<file path="src/hdl/cwc_pkg.sv">
// ----------------------------------------------------------------------------
// cwc_pkg - congestion window control shared definitions
// Widths, reset values, event codes and sequencer states.
// ----------------------------------------------------------------------------
package cwc_pkg;

    localparam int DEF_WINDOW_WIDTH = 24;
    localparam int DEF_SEQ_WIDTH    = 32;

    localparam int MSS_W    = 16;
    localparam int THR_W    = 24;
    localparam int TMR_W    = 20;
    localparam int SEQ_IN_W = 32;
    localparam int DIV_W    = 32;
    localparam int DUP_W    = 3;
    localparam int CFG_IDX_W  = 2;
    localparam int CFG_DATA_W = 24;

    localparam logic [MSS_W-1:0] RST_MSS = 16'd1024;
    localparam logic [THR_W-1:0] RST_THR = 24'd65536;
    localparam logic [TMR_W-1:0] RST_TMO = 20'd100000;
    localparam logic [THR_W-1:0] THR_MAX = {THR_W{1'b1}};

    localparam logic [DUP_W-1:0] DUP_TRIGGER = 3'd3;
    localparam logic [DUP_W-1:0] DUP_MAX     = 3'd7;

    typedef enum logic [1:0] {
        OP_ACK  = 2'd0,
        OP_SENT = 2'd1,
        OP_TICK = 2'd2,
        OP_NONE = 2'd3
    } t_op;

    typedef enum logic [1:0] {
        SEG_ACKED   = 2'd0,
        SEG_UNACKED = 2'd1,
        SEG_OUTSIDE = 2'd2,
        SEG_UNKNOWN = 2'd3
    } t_seg;

    typedef enum logic [1:0] {
        PH_SLOW     = 2'd0,
        PH_AVOID    = 2'd1,
        PH_RECOVERY = 2'd2
    } t_phase;

    typedef enum logic [1:0] {
        EV_NONE    = 2'd0,
        EV_FAST    = 2'd1,
        EV_TIMEOUT = 2'd2
    } t_event;

    typedef enum logic [CFG_IDX_W-1:0] {
        CFG_MSS = 2'd0,
        CFG_THR = 2'd1,
        CFG_TMO = 2'd2
    } t_cfg_idx;

    typedef enum logic [2:0] {
        S_IDLE,
        S_MUL,
        S_GROW,
        S_GWAIT,
        S_BUDGET,
        S_BWAIT,
        S_DONE
    } t_state;

    typedef struct packed {
        logic             start;
        logic [DIV_W-1:0] dividend;
    } t_div_req;

endpackage

</file>
<file path="src/hdl/cwc_div.sv">
// ----------------------------------------------------------------------------
// cwc_div - shared restoring divider
// One quotient bit per cycle; done pulses for a single cycle, together with the final quotient.
// ----------------------------------------------------------------------------
module cwc_div #(
    parameter int WINDOW_WIDTH = cwc_pkg::DEF_WINDOW_WIDTH
) (
    input  logic                       i_clk,
    input  logic                       i_rst_n,
    input  cwc_pkg::t_div_req          i_req,
    input  logic [WINDOW_WIDTH-1:0]    i_divisor,
    output logic                       o_busy,
    output logic                       o_done,
    output logic [cwc_pkg::DIV_W-1:0]  o_quotient
);

    localparam int DW    = cwc_pkg::DIV_W;
    localparam int CNT_W = $clog2(DW);
    localparam logic [CNT_W-1:0] CNT_LAST = CNT_W'(DW - 1);

    logic                    r_busy;
    logic                    r_done;
    logic [CNT_W-1:0]        r_cnt;
    logic [DW-1:0]           r_work;
    logic [WINDOW_WIDTH-1:0] r_rem;
    logic [WINDOW_WIDTH-1:0] r_dvs;

    logic [WINDOW_WIDTH:0]   rem_sh;
    logic [WINDOW_WIDTH:0]   rem_sub;
    logic                    ge;

    assign rem_sh  = {r_rem, r_work[DW-1]};
    assign rem_sub = rem_sh - {1'b0, r_dvs};
    assign ge      = rem_sh >= {1'b0, r_dvs};

    always_ff @(posedge i_clk) begin
        if (!i_rst_n) begin
            r_busy <= 1'b0;
            r_done <= 1'b0;
            r_cnt  <= '0;
        end else begin
            r_done <= 1'b0;
            if (i_req.start) begin
                r_busy <= 1'b1;
                r_cnt  <= '0;
            end else if (r_busy) begin
                r_cnt <= r_cnt + 1'b1;
                if (r_cnt == CNT_LAST) begin
                    r_busy <= 1'b0;
                    r_done <= 1'b1;
                end
            end
        end
    end

    always_ff @(posedge i_clk) begin
        if (i_req.start) begin
            r_work <= i_req.dividend;
            r_rem  <= '0;
            r_dvs  <= i_divisor;
        end else if (r_busy) begin
            r_work <= {r_work[DW-2:0], ge};
            r_rem  <= ge ? rem_sub[WINDOW_WIDTH-1:0] : rem_sh[WINDOW_WIDTH-1:0];
        end
    end

    assign o_busy     = r_busy;
    assign o_done     = r_done;
    assign o_quotient = r_work;

endmodule

</file>
<file path="src/hdl/tcp_congestion_window_control_core.sv">
// ----------------------------------------------------------------------------
// tcp_congestion_window_control_core - Reno-style congestion window control
// ACK, segment-sent and timer-tick events update window, threshold and timer.
// ----------------------------------------------------------------------------
// One request is taken at a time and gives one result; a new request is
// taken only once the result has left the output, and an output stall holds
// the result until it is taken. Each request ends with the 32-step send
// budget divide (window / segment size), skipped for a zero segment size. A
// new ACK in congestion avoidance first runs the growth divide (segment size
// squared / window), which a zero window skips. Both divides go through one
// shared restoring divider producing one quotient bit per cycle. The block is
// ready right after reset.
module tcp_congestion_window_control_core #(
    parameter int WINDOW_WIDTH = cwc_pkg::DEF_WINDOW_WIDTH,
    parameter int SEQ_WIDTH    = cwc_pkg::DEF_SEQ_WIDTH
) (
    input  logic        i_clk,
    input  logic        i_rst_n,
    input  logic        s_axis_tvalid,
    output logic        s_axis_tready,
    // [31:0] seq_or_ack, [33:32] seg_status, [39:34] zero
    input  logic [39:0] s_axis_tdata,
    // [1:0] op
    input  logic [1:0]  s_axis_tuser,
    output logic        m_axis_tvalid,
    input  logic        m_axis_tready,
    // [23:0] window_bytes, [47:24] threshold_bytes, [49:48] phase,
    // [73:50] send_budget, [75:74] retransmit_event, [76] timer_active,
    // [79:77] zero
    output logic [79:0] m_axis_tdata,
    input  logic        i_cfg_valid,
    output logic        o_cfg_ready,
    input  logic [cwc_pkg::CFG_IDX_W-1:0]  i_cfg_index,
    input  logic [cwc_pkg::CFG_DATA_W-1:0] i_cfg_data
);

    localparam int WW    = WINDOW_WIDTH;
    localparam int SW    = SEQ_WIDTH;
    localparam int SUM_W = cwc_pkg::DIV_W + 1;
    localparam logic [WW-1:0]    WMAX     = {WW{1'b1}};
    localparam logic [SUM_W-1:0] WMAX_EXT = SUM_W'(WMAX);

    cwc_pkg::t_state                 r_state, n_state;
    logic [cwc_pkg::MSS_W-1:0]       r_mss, n_mss;
    logic [cwc_pkg::TMR_W-1:0]       r_tmo, n_tmo;
    logic [WW-1:0]                   r_window, n_window;
    logic [cwc_pkg::THR_W-1:0]       r_thr, n_thr;
    cwc_pkg::t_phase                 r_phase, n_phase;
    logic [cwc_pkg::DUP_W-1:0]       r_dup, n_dup;
    logic [SW-1:0]                   r_last_ack, n_last_ack;
    logic                            r_last_valid, n_last_valid;
    logic [SW-1:0]                   r_base, n_base;
    logic                            r_armed, n_armed;
    logic [cwc_pkg::TMR_W-1:0]       r_left, n_left;
    cwc_pkg::t_event                 r_ev, n_ev;
    logic [cwc_pkg::THR_W-1:0]       r_budget, n_budget;
    logic [cwc_pkg::DIV_W-1:0]       r_sq, n_sq;

    cwc_pkg::t_div_req               div_req;
    logic [WW-1:0]                   div_divisor;
    logic                            div_busy;
    logic                            div_done;
    logic [cwc_pkg::DIV_W-1:0]       div_q;

    logic                            in_acc;
    logic                            cfg_acc;
    cwc_pkg::t_op                    op;
    cwc_pkg::t_seg                   st;
    logic [SW-1:0]                   val;
    logic [WW-1:0]                   mss_w;
    logic [cwc_pkg::THR_W-1:0]       half;
    logic [31:0]                     half32;
    logic [31:0]                     thr32;
    logic [WW-1:0]                   thr_sat;
    logic [WW-1:0]                   ss_window;
    logic [cwc_pkg::DUP_W-1:0]       dup_inc;
    logic [31:0]                     win32;

    function automatic logic [WW-1:0] add_sat(input logic [SUM_W-1:0] s);
        return (s > WMAX_EXT) ? WMAX : s[WW-1:0];
    endfunction

    assign in_acc  = s_axis_tvalid && s_axis_tready;
    assign cfg_acc = i_cfg_valid && o_cfg_ready;
    assign op      = cwc_pkg::t_op'(s_axis_tuser);
    assign st      = cwc_pkg::t_seg'(s_axis_tdata[33:32]);
    assign val     = s_axis_tdata[SW-1:0];
    assign mss_w   = WW'(r_mss);
    assign half32  = 32'(r_window >> 1);
    assign half    = (half32 > 32'(cwc_pkg::THR_MAX)) ? cwc_pkg::THR_MAX : half32[23:0];
    assign thr32   = 32'(r_thr);
    assign thr_sat = (thr32 > 32'(WMAX)) ? WMAX : thr32[WW-1:0];
    assign ss_window = add_sat(SUM_W'(r_window) + SUM_W'(r_mss));
    assign dup_inc = (r_dup < cwc_pkg::DUP_MAX) ? r_dup + 1'b1 : r_dup;
    assign win32   = 32'(r_window);

    assign s_axis_tready = (r_state == cwc_pkg::S_IDLE);
    assign o_cfg_ready   = (r_state == cwc_pkg::S_IDLE);
    assign m_axis_tvalid = (r_state == cwc_pkg::S_DONE);

    always_comb begin
        n_state      = r_state;
        n_mss        = r_mss;
        n_tmo        = r_tmo;
        n_window     = r_window;
        n_thr        = r_thr;
        n_phase      = r_phase;
        n_dup        = r_dup;
        n_last_ack   = r_last_ack;
        n_last_valid = r_last_valid;
        n_base       = r_base;
        n_armed      = r_armed;
        n_left       = r_left;
        n_ev         = r_ev;
        n_budget     = r_budget;
        n_sq         = r_sq;
        div_req      = '0;
        div_divisor  = r_window;

        unique case (r_state)
            cwc_pkg::S_IDLE: begin
                if (cfg_acc) begin
                    unique case (i_cfg_index)
                        cwc_pkg::CFG_MSS: begin
                            n_mss    = i_cfg_data[cwc_pkg::MSS_W-1:0];
                            n_window = WW'(i_cfg_data[cwc_pkg::MSS_W-1:0]);
                        end
                        cwc_pkg::CFG_THR: begin
                            n_thr = i_cfg_data[cwc_pkg::THR_W-1:0];
                        end
                        cwc_pkg::CFG_TMO: begin
                            n_tmo = i_cfg_data[cwc_pkg::TMR_W-1:0];
                        end
                        default: begin
                        end
                    endcase
                end
                if (in_acc) begin
                    n_ev    = cwc_pkg::EV_NONE;
                    n_state = cwc_pkg::S_BUDGET;
                    unique case (op)
                        cwc_pkg::OP_ACK: begin
                            n_last_ack   = val;
                            n_last_valid = 1'b1;
                            priority if (st == cwc_pkg::SEG_ACKED) begin
                                if (r_last_valid && (r_last_ack == val)) begin
                                    n_dup = dup_inc;
                                    if (dup_inc == cwc_pkg::DUP_TRIGGER) begin
                                        n_armed  = 1'b0;
                                        n_left   = '0;
                                        n_thr    = half;
                                        n_window = add_sat(SUM_W'(half)
                                                   + SUM_W'(r_mss) + SUM_W'({r_mss, 1'b0}));
                                        n_phase  = cwc_pkg::PH_RECOVERY;
                                        n_ev     = cwc_pkg::EV_FAST;
                                    end
                                end else begin
                                    n_dup = '0;
                                end
                            end else if (st == cwc_pkg::SEG_UNACKED) begin
                                n_dup = '0;
                                if (r_base == (val - SW'(r_mss))) begin
                                    n_armed = 1'b0;
                                    n_left  = '0;
                                end
                                unique case (r_phase)
                                    cwc_pkg::PH_SLOW: begin
                                        n_window = ss_window;
                                        if (32'(ss_window) >= thr32) begin
                                            n_phase = cwc_pkg::PH_AVOID;
                                        end
                                    end
                                    cwc_pkg::PH_AVOID: begin
                                        n_state = cwc_pkg::S_MUL;
                                    end
                                    default: begin
                                        n_window = thr_sat;
                                        n_phase  = cwc_pkg::PH_AVOID;
                                    end
                                endcase
                            end else begin
                            end
                        end
                        cwc_pkg::OP_SENT: begin
                            if (!r_armed) begin
                                n_base  = val;
                                n_armed = 1'b1;
                                n_left  = r_tmo;
                            end
                        end
                        cwc_pkg::OP_TICK: begin
                            if (r_armed) begin
                                if (r_left != '0) begin
                                    n_left = r_left - 1'b1;
                                end else begin
                                    n_armed = 1'b0;
                                    if (st == cwc_pkg::SEG_UNACKED) begin
                                        n_dup    = '0;
                                        n_thr    = half;
                                        n_window = mss_w;
                                        n_phase  = cwc_pkg::PH_SLOW;
                                        n_ev     = cwc_pkg::EV_TIMEOUT;
                                    end
                                end
                            end
                        end
                        default: begin
                        end
                    endcase
                end
            end
            cwc_pkg::S_MUL: begin
                n_sq    = cwc_pkg::DIV_W'(r_mss) * cwc_pkg::DIV_W'(r_mss);
                n_state = cwc_pkg::S_GROW;
            end
            cwc_pkg::S_GROW: begin
                if (r_window == '0) begin
                    n_window = add_sat(SUM_W'(r_sq));
                    n_state  = cwc_pkg::S_BUDGET;
                end else begin
                    div_req.start    = 1'b1;
                    div_req.dividend = r_sq;
                    n_state          = cwc_pkg::S_GWAIT;
                end
            end
            cwc_pkg::S_GWAIT: begin
                if (div_done) begin
                    n_window = add_sat(SUM_W'(r_window) + SUM_W'(div_q));
                    n_state  = cwc_pkg::S_BUDGET;
                end
            end
            cwc_pkg::S_BUDGET: begin
                div_divisor = mss_w;
                if (r_mss == '0) begin
                    n_budget = '0;
                    n_state  = cwc_pkg::S_DONE;
                end else begin
                    div_req.start    = 1'b1;
                    div_req.dividend = win32;
                    n_state          = cwc_pkg::S_BWAIT;
                end
            end
            cwc_pkg::S_BWAIT: begin
                div_divisor = mss_w;
                if (div_done) begin
                    n_budget = (div_q > 32'(cwc_pkg::THR_MAX)) ? cwc_pkg::THR_MAX
                                                              : div_q[23:0];
                    n_state  = cwc_pkg::S_DONE;
                end
            end
            cwc_pkg::S_DONE: begin
                if (m_axis_tready) begin
                    n_state = cwc_pkg::S_IDLE;
                end
            end
            default: begin
                n_state = cwc_pkg::S_IDLE;
            end
        endcase
    end

    always_ff @(posedge i_clk) begin
        if (!i_rst_n) begin
            r_state      <= cwc_pkg::S_IDLE;
            r_mss        <= cwc_pkg::RST_MSS;
            r_tmo        <= cwc_pkg::RST_TMO;
            r_window     <= WW'(cwc_pkg::RST_MSS);
            r_thr        <= cwc_pkg::RST_THR;
            r_phase      <= cwc_pkg::PH_SLOW;
            r_dup        <= '0;
            r_last_ack   <= '0;
            r_last_valid <= 1'b0;
            r_base       <= '0;
            r_armed      <= 1'b0;
            r_left       <= '0;
            r_ev         <= cwc_pkg::EV_NONE;
        end else begin
            r_state      <= n_state;
            r_mss        <= n_mss;
            r_tmo        <= n_tmo;
            r_window     <= n_window;
            r_thr        <= n_thr;
            r_phase      <= n_phase;
            r_dup        <= n_dup;
            r_last_ack   <= n_last_ack;
            r_last_valid <= n_last_valid;
            r_base       <= n_base;
            r_armed      <= n_armed;
            r_left       <= n_left;
            r_ev         <= n_ev;
        end
    end

    always_ff @(posedge i_clk) begin
        r_budget <= n_budget;
        r_sq     <= n_sq;
    end

    cwc_div #(
        .WINDOW_WIDTH (WINDOW_WIDTH)
    ) u_div (
        .i_clk      (i_clk),
        .i_rst_n    (i_rst_n),
        .i_req      (div_req),
        .i_divisor  (div_divisor),
        .o_busy     (div_busy),
        .o_done     (div_done),
        .o_quotient (div_q)
    );

    assign m_axis_tdata = {3'b000, r_armed, r_ev, r_budget, r_phase, r_thr, win32[23:0]};

    a_no_overlap: assert property (@(posedge i_clk) disable iff (!i_rst_n)
        !(s_axis_tready && m_axis_tvalid))
        else $error("input and output handshakes open together");

    a_fast_phase: assert property (@(posedge i_clk) disable iff (!i_rst_n)
        (m_axis_tvalid && (r_ev == cwc_pkg::EV_FAST)) |->
        ((r_phase == cwc_pkg::PH_RECOVERY) && !r_armed))
        else $error("fast retransmit without recovery phase");

    a_timeout: assert property (@(posedge i_clk) disable iff (!i_rst_n)
        (m_axis_tvalid && (r_ev == cwc_pkg::EV_TIMEOUT)) |->
        ((r_phase == cwc_pkg::PH_SLOW) && !r_armed))
        else $error("timeout without collapse to slow start");

    a_div_wait: assert property (@(posedge i_clk) disable iff (!i_rst_n)
        div_busy |-> ((r_state == cwc_pkg::S_GWAIT) || (r_state == cwc_pkg::S_BWAIT)))
        else $error("divider running outside a wait state");

endmodule

</file>
<file path="config.mk">
export PLATFORM = sky130hd
export DESIGN_NAME = tcp_congestion_window_control_core
export DESIGN_NICKNAME = d
export VERILOG_FILES = /design/src/hdl/cwc_pkg.sv /design/src/hdl/cwc_div.sv /design/src/hdl/tcp_congestion_window_control_core.sv
export SDC_FILE = /design/constraint.sdc
export NUM_CORES = 2
export LEC_CHECK = 0
export BUFFER_PORTS_ARGS = -buffer_cell sky130_fd_sc_hd__buf_4
export CAP_MARGIN = 25
export CORE_MARGIN = 1
export CORE_UTILIZATION = 69
export CTS_CLUSTER_DIAMETER = 150
export DETAILED_ROUTE_END_ITERATION = 6
export GPL_ROUTABILITY_DRIVEN = 0
export PLACE_DENSITY = 0.88
export SLEW_MARGIN = 20
export SYNTH_ARGS = -nofsm -noshare
export SYNTH_HDL_FRONTEND = slang
export SYNTH_SLANG_ARGS = --single-unit
</file>
<file path="constraint.sdc">
create_clock -name i_clk -period 19.44 [get_ports i_clk]
set_input_delay 3.888 -clock i_clk [delete_from_list [all_inputs] [get_ports i_clk]]
set_output_delay 3.888 -clock i_clk [all_outputs]
set_load 0.1 [all_outputs]
</file>
==> impl_metrics.json <==
{
  "mostFrequentLayoutCell": "nand2_1",
  "maxCapViolations": 0,
  "fin_crit_sh": 0.408,
  "crit_path_start_kind": "flop",
  "cts_resized": 0,
  "grt_pass1_wl_um": 146000,
  "yosys_warnings": 0,
  "ys_seq_area_frac": 0.249,
  "ff_latch_area_um2": 7560,
  "first_pass_iters": 7,
  "hold_ws_ns": 0.469,
  "layout_common_cells": "nand2_1, inv_1, ha_1",
  "fp.dieW_um": 212,
  "fp.dieH_um": 212,
  "io_pins": 156,
  "clock_power_share": 0.176,
  "drtAntennaViolNets": 0,
  "period_needed_ns": 7.93,
  "synthDistinctLibCells": 90,
  "area_growth_pct": 9.75,
  "slew_violations": 0,
  "critPathSlowestCell": "dfxtp_1",
  "status": "finished, violations left",
  "rows": 76,
  "cts_buffer_depth": 3,
  "syn_inst": 3659,
  "drtIter0Drc": 3889,
  "cpPeakStageDelay_ns": 0.84,
  "fmax_mhz": 126,
  "vias": 28514,
  "fin_skew_ns": 0.0356,
  "die_area_um2": 44800,
  "required_ns": 19.75,
  "grtUsageMet2": 0.646,
  "cpLargestDelayFamily": "adder cells",
  "gr-max-usage-layer": "met2",
  "placedCellCount": 4266,
  "fill_cells": 3004,
  "yosys_register_bits": 322,
  "clkLatencyLatePin_ns": 0.59,
  "relSlewSlack": 0.297,
  "routed_wl_um": 92900,
  "cts_made_buffers": 38,
  "cts.htree.levels": 2,
  "gr-total-overflow": 0,
  "synth_top_area_cell": "dfxtp_1",
  "synth_edf_count": 111,
  "drive_gt1_frac": 0.0879,
  "root_buffer": "clkbuf_16",
  "final_util": 0.770,
  "rsz0062_at_grt": "false",
  "synth_async_sr_flop_share": 0,
  "nNetsFinal": 4236,
  "grt_max_degree": 125,
  "synth_area_um2": 30300,
  "use_met1": 0.532,
  "cts_tree": "yes",
  "sw_frac_of_total": 0.484,
  "netlist_top_cells_area": "dfxtp_1, fa_1, edfxtp_1",
  "seq_power_share": 0.259,
  "crit_path_end_kind": "flop",
  "p_per_area_nw_per_um2": 124,
  "cts_setup_buffers": 0,
  "crit_arrival_ns": 8.23,
  "drc": 29,
  "setup_tns_ns": 0,
  "synth.top_cell.area_share": 0.139,
  "multi_input_area_um2": 21000,
  "hold_class": "reg -> reg",
  "viasPerCell": 6.57,
  "cts_sinks": 322,
  "final_cells": 4339,
  "initial_core_util": 0.701,
  "violations": "design-rule violations",
  "hold_viol": 0,
  "switchingPower_uw": 2000,
  "vdd.ir_drop.worst_mv": 0.108,
  "path_max_fanout": 14,
  "clk_pin_slew_ns": 0.06,
  "p_comb_frac": 0.565,
  "cp_common_cell": "fa_1",
  "use_met3": 0.0994,
  "synth_area_per_cell_um2": 8.29,
  "core-area_um2": 43300,
  "grt_pass1_vias": 27566,
  "leakagePower_uw": 0.0153,
  "synth_ff_type": "dfxtp_1",
  "antenna_found_initial": 1,
  "avgRoutedWirePerCell_um": 21.4,
  "cts_hold_buf": 0,
  "grt_usage": 0.419,
  "crit_buf_inv": 5,
  "intPower_uw": 2140,
  "place_hpwl_um": 66900,
  "port_buffers": 146,
  "setup_viol": 0,
  "crit_type": "reg -> reg",
  "crit_chain": "clkinv_1, nor2_1, fa_1, inv_1, fa_1, fa_1, inv_1, fa_1, inv_1, fa_1, inv_1, fa_1, ha_1, and4_1, a211oi_1, a21oi_1, o31ai_1, a31oi_1, o21a_1, a211o_1, a21oi_1, xnor2_1",
  "max_slew.worst_pin.slew_ns": 1.05
}
[worst register-to-register path, delay by kind of cell (launching register included)]
family          cells  cell delay [ns]
fa+ha+maj           7             3.28
compound gates      7             1.67
buf+inv             5             1.09
flops               1             0.84
simple gates        2             0.69
xor+xnor            1             0.09
[final timing paths]
check	slack [ns]	depth (start not counted)	endpoint	startpoint
min reg2reg	0.47	2	r_tmo[13]$_SDFFE_PN0P_	r_tmo[13]$_SDFFE_PN0P_
max	11.51	22	r_sq[30]$_DFFE_PP_	r_mss[4]$_SDFFE_PN0P_
min	0.47	2	r_tmo[13]$_SDFFE_PN0P_	r_tmo[13]$_SDFFE_PN0P_
max reg2reg	11.51	22	r_sq[30]$_DFFE_PP_	r_mss[4]$_SDFFE_PN0P_
[stage by stage]
stage	setup slack [ns]	instance area, um^2	total power (uW)
after floorplan	12.70	30300	2750
after CTS	11.57	33300	4070
final	11.51	33300	4150
after global routing	11.23	33300	4380
after detailed placement	11.60	32000	3320
after global placement	11.68	32000	3250
[registers in the layout, indices dropped and copies added, names as in the netlist]
name / flops
u_div.r_cnt: 5
r_state: 3
u_div.o_quotient: 32
r_thr: 24
r_phase: 2
u_div.o_busy: 1
u_div.r_dvs: 24
r_budget: 24
r_window: 24
u_div.r_rem: 24
r_mss: 16
r_base: 32
r_left: 20
r_armed: 1
u_div.o_done: 1
r_tmo: 20
r_last_ack: 32
r_sq: 31
r_ev: 2
r_dup: 3
r_last_valid: 1
[cells by family after synthesis]
family / after synthesis / share of synthesized area
AND/OR/NAND/NOR: 1193 / 0.177
AO/OA/AOI/OAI: 931 / 0.200
buffers and inverters: 495 / 0.0631
adder cells (fa/ha/maj): 440 / 0.227
flip-flops: 322 / 0.249
XOR/XNOR: 200 / 0.0577
multiplexers: 77 / 0.0258
other: 1 / 0.000124
[power groups by stage]
stage	combinational [uW]	clock, uW	sequential [uW]
final	2340	728	1070
after global routing	2540	752	1080
after CTS	2280	725	1060
after detailed placement	2250	0	1080
after global placement	2180	0	1070
after floorplan	1490	0	1260
[metal layers]
layer  up-vias  part of all wire
met1     13229              0.37
li1      12857                 -
met2      1890              0.44
met3       538              0.12
met5         -                 0
met4         0             0.072
[final cells by class]
cell class	instances	area share
clock inverter	8	0.00293
timing repair buffer	215	0.0499
tap	585	0.0220
sequential	322	0.227
multi-input combinational	2844	0.629
inverter	302	0.0340
clock buffer	62	0.0347
antenna	1	0.0000751
[cell usage after synthesis (all sizes together), types with 80 or more instances]
cell,number
xor2,80
o21ai,241
dfxtp,211
inv,290
edfxtp,111
xnor2,120
a21boi,108
clkbuf,173
nor2,231
ha,256
fa,184
nand3,80
a21oi,177
nand2,581
Note: power is estimated with default switching activity, not from simulation.
